<file path="config.mk">
export PLATFORM = sky130hd
export DESIGN_NAME = lzwd_front
export DESIGN_NICKNAME = d
export VERILOG_FILES = /design/src/rtl/core/lzwd_pkg.sv /design/src/rtl/core/lzwd_front.sv
export SDC_FILE = /design/constraint.sdc
export NUM_CORES = 1
export LEC_CHECK = 0
export ABC_CLOCK_PERIOD_IN_PS = 2000
export BUFFER_PORTS_ARGS = -buffer_cell sky130_fd_sc_hd__buf_2
export CORE_MARGIN = 3
export CORE_UTILIZATION = 37
export DETAILED_ROUTE_END_ITERATION = 12
export MAX_ROUTING_LAYER = met4
export SLEW_MARGIN = 25
export SYNTH_ARGS = -nofsm -noshare
export SYNTH_HDL_FRONTEND = slang
export SYNTH_SLANG_ARGS = --single-unit
</file>
<file path="constraint.sdc">
create_clock -name clk -period 2 [get_ports clk]
set_input_delay 0.4 -clock clk [delete_from_list [all_inputs] [get_ports clk]]
set_output_delay 0.4 -clock clk [all_outputs]
set_load 0.1 [all_outputs]
</file>
<file path="src/rtl/core/lzwd_pkg.sv">
`default_nettype none
// ----------------------------------------------------------------------------
// lzwd_pkg
// Shared constants and types for the GIF LZW decoder unit.
// ----------------------------------------------------------------------------
package lzwd_pkg;

	localparam int MAX_CODE_BITS = 12;
	localparam int DICT_DEPTH    = 1 << MAX_CODE_BITS;
	localparam int DICT_AW       = MAX_CODE_BITS;
	localparam int CNT_W         = MAX_CODE_BITS + 1;
	localparam int BUF_BITS      = 24;

	localparam logic [2:0] ST_NEED_DATA = 3'd0;
	localparam logic [2:0] ST_PIXEL     = 3'd1;
	localparam logic [2:0] ST_END       = 3'd2;
	localparam logic [2:0] ST_PUSH_OK   = 3'd3;
	localparam logic [2:0] ST_PUSH_REF  = 3'd4;
	localparam logic [2:0] ST_INVALID   = 3'd5;

	localparam logic FUNC_PUSH = 1'b0;
	localparam logic FUNC_PULL = 1'b1;

	typedef struct packed {
		logic       is_pull;
		logic [7:0] byte_in;
	} lzwd_item_t;

endpackage
`default_nettype wire

</file>
<file path="src/rtl/core/lzwd_front.sv">
`default_nettype none
// ----------------------------------------------------------------------------
// lzwd_front
// Accepts items, tags them as push or pull and queues them (two entries).
// ----------------------------------------------------------------------------
module lzwd_front
	import lzwd_pkg::*;
(
	input  wire logic       clk,
	input  wire logic       arst_n,
	input  wire logic       in_valid,
	output logic            in_stall,
	input  wire logic       func,
	input  wire logic [7:0] byte_in,
	output logic            q_valid,
	output lzwd_item_t      q_item,
	input  wire logic       q_pop
);

	lzwd_item_t  ent_q [2];
	logic        rd_ptr_q, wr_ptr_q;
	logic [1:0]  cnt_q;
	logic        push;

	assign in_stall = (cnt_q == 2'd2);
	assign push     = in_valid && !in_stall;
	assign q_valid  = (cnt_q != 2'd0);
	assign q_item   = ent_q[rd_ptr_q];

	always_ff @(posedge clk) begin
		if (push) begin
			ent_q[wr_ptr_q].is_pull <= (func == FUNC_PULL);
			ent_q[wr_ptr_q].byte_in <= byte_in;
		end
	end

	always_ff @(posedge clk or negedge arst_n) begin
		if (!arst_n) begin
			rd_ptr_q <= 1'b0;
			wr_ptr_q <= 1'b0;
			cnt_q    <= 2'd0;
		end else begin
			if (push)  wr_ptr_q <= !wr_ptr_q;
			if (q_pop) rd_ptr_q <= !rd_ptr_q;
			cnt_q <= cnt_q + 2'(push) - 2'(q_pop);
		end
	end

endmodule
`default_nettype wire

</file>
==> reports/summary.txt, run 1 <==
outcome - completed
vias per cell - 4.27
core footprint - 2230 um^2
Initial Util - 39.4%
CP endpoint kind - output pin
pre-CTS WS - 370 ps
initial antenna violation count - 0
Fin. Hold Viols - 0
1st-pass router iterations - 3
MaxCap Viol Count - 0
Netlist cell types - 13
WL final - 1210 um
final setup fails - 0
sequential fraction of the synthesis area - 72.7%
die footprint - 3000 um^2
ANT nets after route - 0
Hold WC Path Type - input pin to flop
GP Congestion - 0.644
CTS root buffer - clkbuf_4
syn_area_per_cell - 19.6 um^2
row count - 17
Worst Skew - 3.62 ps
PortBufs - 23
syn nets - 60
critical path class - flop to output pin
Gate Count Post-Synth - 45
Iter 0 DRT Violations - 4
CTS tree - yes
Area Overhead vs Synth - 39.2%
DP HPWL - 906 um
pin count of the biggest net entering global routing - 14
WP data arrival - 1390 ps
RSZ-0062 raised after global routing - no
Die H - 54.8 um
CTS sink cnt - 22
share of cells above drive strength 1 - 53.4%
CTS Buf Count - 3
commonest non-fill, non-tap cells in the layout - edfxtp_1, buf_2, mux2_4, buf_12
Final Cycle Share - 89.3%
Die W - 54.8 um
Routed WL per cell - 12.0 um
WP data required - 1600 ps
drc violations - 0
io pins - 24
worst skew pair latency - 300 ps
setup ws final - 215 ps
Worst-Margin Slew - 484 ps
final net count - 89
warnings from Yosys - 0
Final Max Tran Viols - 0
clock buffer depth - 2
via count - 431
H-tree levels - 1
highest net fanout along the worst path - 10
Slew HR - 67.9%
commonest non-fill, non-tap cell in the layout - edfxtp_1
first-pass GRT wire length - 1860 um
Syn Std Cell Area - 881 um^2
crit path launch type - flop
number of antenna diodes - 0
vias in the first global route - 421
maximum clock frequency - 560 MHz
GRT overflow - 0
#FFs+latches synth - 22
all-layer global routing usage - 9.46%
setup TNS - 0 ps
register clock-pin slew on the reported worst setup and hold paths - 110 ps
post-layout min period - 1790 ps
metrics by stage:
stage / hold slack, ps / instances / utilization, % / instance area, um^2
finish: 283 / 101 / 54.9 / 1230
global placement: 212 / 96 / 52.0 / 1160
detailed placement: 211 / 96 / 52.0 / 1160
CTS: 271 / 101 / 54.8 / 1220
floorplan: 104 / 45 / - / 881
global route: 252 / 101 / 54.9 / 1230
kinds of logic (layout without fill, tap and decap cells):
family / count (synthesis) / count (layout) / share of synthesized area, %
XOR/XNOR: 4 / 4 / 3.98
adder cells (fa/ha/maj): 2 / 2 / 2.84
buffers and inverters: 3 / 31 / 2.13
flip-flops: 22 / 22 / 72.7
multiplexers: 9 / 9 / 15.3
AND/OR/NAND/NOR: 5 / 5 / 2.98
Yosys cell counts, drive strengths merged:
| cell type | count | area [um^2] |
|---|---|---|
| xor2 | 1 | 8.76 |
| nand2 | 1 | 3.75 |
| edfxtp | 18 | 541 |
| nor2 | 1 | 3.75 |
| inv | 2 | 7.51 |
| and3 | 1 | 6.26 |
| or2 | 1 | 6.26 |
| buf | 1 | 11.3 |
| xnor2 | 3 | 26.3 |
| dfrtp | 4 | 100 |
| mux2 | 9 | 135 |
| nand2b | 1 | 6.26 |
| ha | 2 | 25.0 |
timing repair:
| item | CTS | global route |
|---|---|---|
| hold endpoints to repair | 4 | 0 |
| gates resized for setup | 0 | 1 |
| setup buffers | 0 | 0 |
| endpoints found under the setup margin | 0 | 9 |
| hold buffers | 1 | 0 |
worst max-delay path, cell delays in order, from the launching register on:
cell	delay (ps)
dfrtp_2	570
mux2_4	350
buf_12	170
per-layer routing:
layer,up-vias,track usage (%),share of wire [%]
li1,219,-,-
met1,198,11.5,41
met2,12,14.2,51
met3,2,1.91,6.8
met4,0,6.22,0.83
met5,-,-,0
path summary, 6_finish.rpt:
kind | cells after the start | slack, ps | endpoint | start
max | 2 | 210 | q_item[8] | rd_ptr_q
min | 1 | 280 | ent_q[0][4] | byte_in[4]
max reg2reg | 7 | 470 | cnt_q[1] | cnt_q[1]
min reg2reg | 1 | 520 | wr_ptr_q | wr_ptr_q
max in group asynchronous | 2 | 1420 | rd_ptr_q | arst_n
min in group asynchronous | 2 | 450 | cnt_q[0] | arst_n
state kept, by name, indices dropped and copies added (netlist names):
| register | count |
|---|---|
| rd_ptr_q | 1 |
| wr_ptr_q | 1 |
| ent_q | 18 |
| cnt_q | 2 |
final cells by class:
class | instances | area (um^2)
Tap cell | 28 | 35.0
Timing Repair Buffer | 25 | 268
Clock buffer | 3 | 22.5
Multi-Input combinational cell | 20 | 221
Inverter | 2 | 7.51
Clock inverter | 1 | 30.0
Fill cell | 182 | 1010
Sequential cell | 22 | 642
Power of run 1 is left out: the tool's default activity adds up to more than one toggle a clock period on the data nets, which glitch-free logic cannot reach.
==> inputs of run 2 (changes only) <==
--- a/config.mk
+++ b/config.mk
@@ -11,6 +11,7 @@
 export CORE_UTILIZATION = 37
 export DETAILED_ROUTE_END_ITERATION = 12
 export MAX_ROUTING_LAYER = met4
+export SETUP_SLACK_MARGIN = 0.5
 export SLEW_MARGIN = 25
 export SYNTH_ARGS = -nofsm -noshare
 export SYNTH_HDL_FRONTEND = slang
==> reports/summary.txt, run 2 (synthesized netlist as in run 1, its figures left out) <==
outcome - completed
RSZ-0062 raised after global routing - yes
CTS sink cnt - 22 (unchanged)
CTS tree - yes
number of antenna diodes - 0 (unchanged)
CTS Buf Count - 3 (unchanged)
WP data arrival - 1340 ps (-50 ps)
row count - 17 (unchanged)
setup ws final - 261 ps (+46.2 ps)
vias per cell - 4.53 (+6.1%)
Iter 0 DRT Violations - 3 (-1)
highest net fanout along the worst path - 5 (-5)
Die W - 54.8 um (unchanged)
final net count - 96 (+7.9%)
die footprint - 3000 um^2 (unchanged)
setup TNS - 0 ps (unchanged)
PortBufs - 23 (unchanged)
crit path launch type - flop
worst skew pair latency - 290 ps (about the same)
maximum clock frequency - 575 MHz (+2.7%)
drc violations - 0 (unchanged)
GRT overflow - 0 (unchanged)
Final Cycle Share - 87.0% (-2.3 points)
Area Overhead vs Synth - 51.7%
share of cells above drive strength 1 - 66.3% (+13 points)
H-tree levels - 1 (unchanged)
Worst Skew - 2.33 ps (-1.29 ps)
initial antenna violation count - 0 (unchanged)
1st-pass router iterations - 2 (-1)
Fin. Hold Viols - 0 (unchanged)
Most flops, register - ent_q
first-pass GRT wire length - 2210 um (+19%)
Slew HR - 85.5% (+18 points)
Worst-Margin Slew - 218 ps (-267 ps)
pre-CTS WS - 376 ps (+5.71 ps)
io pins - 24 (unchanged)
WL final - 1310 um (+7.7%)
clock buffer depth - 2 (unchanged)
Largest regs - ent_q (18), cnt_q (2)
CP endpoint kind - output pin
final setup fails - 0 (unchanged)
pin count of the biggest net entering global routing - 13 (-1)
critical path class - flop to output pin
commonest non-fill, non-tap cells in the layout - edfxtp_1, buf_2, buf_12, mux2_4, buf_4
register clock-pin slew on the reported worst setup and hold paths - 110 ps (about the same)
WP data required - 1600 ps (about the same)
Routed WL per cell - 12.1 um (+0.69%)
all-layer global routing usage - 11.1% (+1.6 points)
Final Max Tran Viols - 0 (unchanged)
GP Congestion - 0.657 (+2.0%)
Hold WC Path Type - input pin to flop
MaxCap Viol Count - 0 (unchanged)
max FFs per register - 18 (unchanged)
core footprint - 2230 um^2 (unchanged)
post-layout min period - 1740 ps (-46.2 ps)
Initial Util - 39.4% (unchanged)
vias in the first global route - 482 (+14%)
CTS root buffer - clkbuf_4
commonest non-fill, non-tap cell in the layout - edfxtp_1
via count - 489 (+13%)
ANT nets after route - 0 (unchanged)
Die H - 54.8 um (unchanged)
run 2: changes by cell type in the layout (fill, tap and decap cells not counted), moves of 2 or more:
cell    change
buf_2       -2
buf_12      +2
ha_1        -2
buf_6       +2
buf_4       +5
run 2: repair_timing:
| item | 4_1_cts | 5_1_grt |
|---|---|---|
| endpoints found under the setup margin | 12 | 21 |
| buffers inserted | 5 | 2 |
| hold buffers | 1 | 0 |
| endpoints found under the hold margin | 4 | 0 |
| resized for setup | 17 | 4 |
| pin swaps | 3 | 3 |
run 2: through the flow:
| stage | hold WS [ps] | cell area, um^2 | utilization (%) | std cells |
|---|---|---|---|---|
| after floorplan | 104 | 885 | - | 45 |
| after global placement | 212 | 1170 | 52.2 | 96 |
| after detailed placement | 214 | 1170 | 52.2 | 96 |
| after CTS | 274 | 1310 | 58.6 | 106 |
| after global routing | 267 | 1340 | 59.8 | 108 |
| final | 285 | 1340 | 59.8 | 108 |
run 2: worst paths after layout:
path                               start     endpoint  slack [ps]  cells after the start
worst min register to register  wr_ptr_q     wr_ptr_q         500                      1
min in group asynchronous         arst_n     cnt_q[0]         430                      2
worst max register to register  cnt_q[0]     cnt_q[1]         570                      7
worst min-delay path                func  ent_q[0][8]         280                      1
worst max-delay path            rd_ptr_q    q_item[8]         260                      3
max in group asynchronous         arst_n     rd_ptr_q        1440                      2
run 2: per-layer routing:
metal / up-vias / global-route usage, % / part of all wire (%)
met5: - / - / 0
met3: 2 / 3.00 / 6.4
met1: 240 / 13.4 / 39
met4: 0 / 4.98 / 0.31
li1: 235 / - / -
met2: 12 / 17.1 / 54
run 2: worst max-delay path, cell delays in order, from the launching register on:
cell and delay [ps]:
dfrtp_2 430, buf_6 140, mux2_4 310, buf_12 170
run 2: final cells by class:
type                            instances  area (um^2)
Clock buffer                            4         26.3
Tap cell                               28         35.0
Fill cell                             174          897
Inverter                                2         11.3
Sequential cell                        22          643
Timing Repair Buffer                   32          358
Multi-Input combinational cell         20          263
Power of run 2 is left out for the same reason.
==> inputs of run 3 (changes only) <==
==> constraint.sdc (replaced) <==
create_clock -name clk -period 2 [get_ports clk]
set_input_delay 0.1 -clock clk [delete_from_list [all_inputs] [get_ports clk]]
set_output_delay 0.1 -clock clk [all_outputs]
set_load 0.1 [all_outputs]
==> reports/summary.txt, run 3 (synthesized netlist as in run 1, its figures left out) <==
CTS root buffer - clkbuf_4
CP endpoint kind - flop
worst skew pair latency - 300 ps (about the same)
Slew HR - 67.8% (-18 points)
Die H - 54.8 um (unchanged)
post-layout min period - 1460 ps (-283 ps)
WP data arrival - 1650 ps (+310 ps)
Worst Skew - 6.94 ps (+4.62 ps)
setup TNS - 0 ps (unchanged)
ANT nets after route - 0 (unchanged)
first-pass GRT wire length - 2280 um (+3.1%)
pin count of the biggest net entering global routing - 13 (unchanged)
Final Max Tran Viols - 0 (unchanged)
core footprint - 2230 um^2 (unchanged)
DP HPWL - 932 um
commonest non-fill, non-tap cell in the layout - edfxtp_1
slowest stage delay, CP - 370 ps (-60 ps)
highest net fanout along the worst path - 3 (-2)
fillers - 171 (-1.7%)
die footprint - 3000 um^2 (unchanged)
Final Cycle Share - 72.8% (-14 points)
vias per cell - 4.27 (-5.8%)
R2R setup slack - 540 ps (-30 ps)
worst-path cell chain - nand2b_1, nand2_2, ha_4, inv_1, ha_2, xnor2_2, xnor2_1
register clock-pin slew on the reported worst setup and hold paths - 110 ps (about the same)
crit path launch type - flop
CTS tree - yes
Hold WC Path Type - input pin to flop
CTS sink cnt - 22 (unchanged)
Largest regs - ent_q (18), cnt_q (2)
all-layer global routing usage - 11.8% (+0.76 points)
number of antenna diodes - 0 (unchanged)
Fin. Hold Viols - 0 (unchanged)
CTS Buf Count - 3 (unchanged)
critical path class - flop to flop
io pins - 24 (unchanged)
GP Congestion - 0.653 (-0.61%)
Die W - 54.8 um (unchanged)
initial antenna violation count - 0 (unchanged)
max FFs per register - 18 (unchanged)
H-tree levels - 1 (unchanged)
drc violations - 0 (unchanged)
PortBufs - 23 (unchanged)
Buf+Inv Stages, Crit Path - 1 (-1)
MaxCap Viol Count - 0 (unchanged)
commonest non-fill, non-tap cells in the layout - edfxtp_1, buf_2, dlygate4sd3_1, mux2_4, buf_12
outcome - completed
row count - 17 (unchanged)
WL final - 1510 um (+15%)
WP data required - 2190 ps (+590 ps)
Most flops, register - ent_q
via count - 495 (+1.2%)
GRT overflow - 0 (unchanged)
Worst-Margin Slew - 486 ps (+268 ps)
final setup fails - 0 (unchanged)
RSZ-0062 raised after global routing - yes
1st-pass router iterations - 3 (+1)
Initial Util - 39.4% (unchanged)
largest delay contributor family on the critical path - adder cells
maximum clock frequency - 687 MHz (+19%)
Iter 0 DRT Violations - 4 (+1)
CP max-delay cell - dfrtp_1
share of cells above drive strength 1 - 54.5% (-12 points)
Area Overhead vs Synth - 52.6%
Routed WL per cell - 13.0 um (+7.5%)
clock buffer depth - 2 (unchanged)
vias in the first global route - 485 (+0.62%)
final net count - 104 (+8.3%)
run 3: cell types whose count changed in the layout (fill, tap and decap cells not counted), sizes merged:
cell and change:
inv +1, dlygate4sd3 +9, clkinvlp -1, buf -2
clkbuf +1
run 3: timing repair:
action                                  CTS  global route
endpoints found under the hold margin    22             0
pin swaps                                 4             0
buffers inserted                          5             1
hold buffers                             10             0
gates resized for setup                  20            20
endpoints found under the setup margin   10            17
run 3: worst paths after layout:
| kind | end | startpoint | cells past startpoint |
|---|---|---|---|
| hold / removal | rd_ptr_q | q_pop | 2 |
| max in group asynchronous | rd_ptr_q | arst_n | 2 |
| setup reg to reg | cnt_q[1] | cnt_q[0] | 7 |
| setup / recovery | cnt_q[1] | cnt_q[0] | 7 |
| min in group asynchronous | cnt_q[0] | arst_n | 2 |
| hold reg to reg | wr_ptr_q | wr_ptr_q | 1 |
run 3: layer usage:
layer,wire length (um),track usage [%]
met2,780,19.3
met1,639,13.4
met3,76,2.72
met5,0,-
met4,10,6.22
run 3: through the flow:
step           setup WS (ps)  area, um^2  std cells  hold WS, ps  util [%]
3_5_place_dp             474        1030         96        -87.7      46.0
5_1_grt                  446        1340        116         3.77      60.2
6_report                 544        1340        116         20.5      60.2
3_3_place_gp             501        1030         96        -88.7      46.0
2_1_floorplan            590         881         45         -196         -
4_1_cts                  484        1260        115         12.7      56.2
run 3: worst register-to-register path: stages, from the launching register on:
cell	delay, ps
dfrtp_1	370
nand2b_1	160
nand2_2	100
ha_4	260
inv_1	30
ha_2	170
xnor2_2	140
xnor2_1	120
run 3: area by class of cell:
| type | instances | area (um^2) | share of cell area (%) |
|---|---|---|---|
| Clock buffer | 4 | 26.3 | 1.96 |
| Inverter | 2 | 7.51 | 0.559 |
| Multi-Input combinational cell | 20 | 246 | 18.3 |
| Sequential cell | 22 | 642 | 47.8 |
| Tap cell | 28 | 35.0 | 2.61 |
| Timing Repair Buffer | 40 | 387 | 28.8 |
Power of run 3 is left out for the same reason.
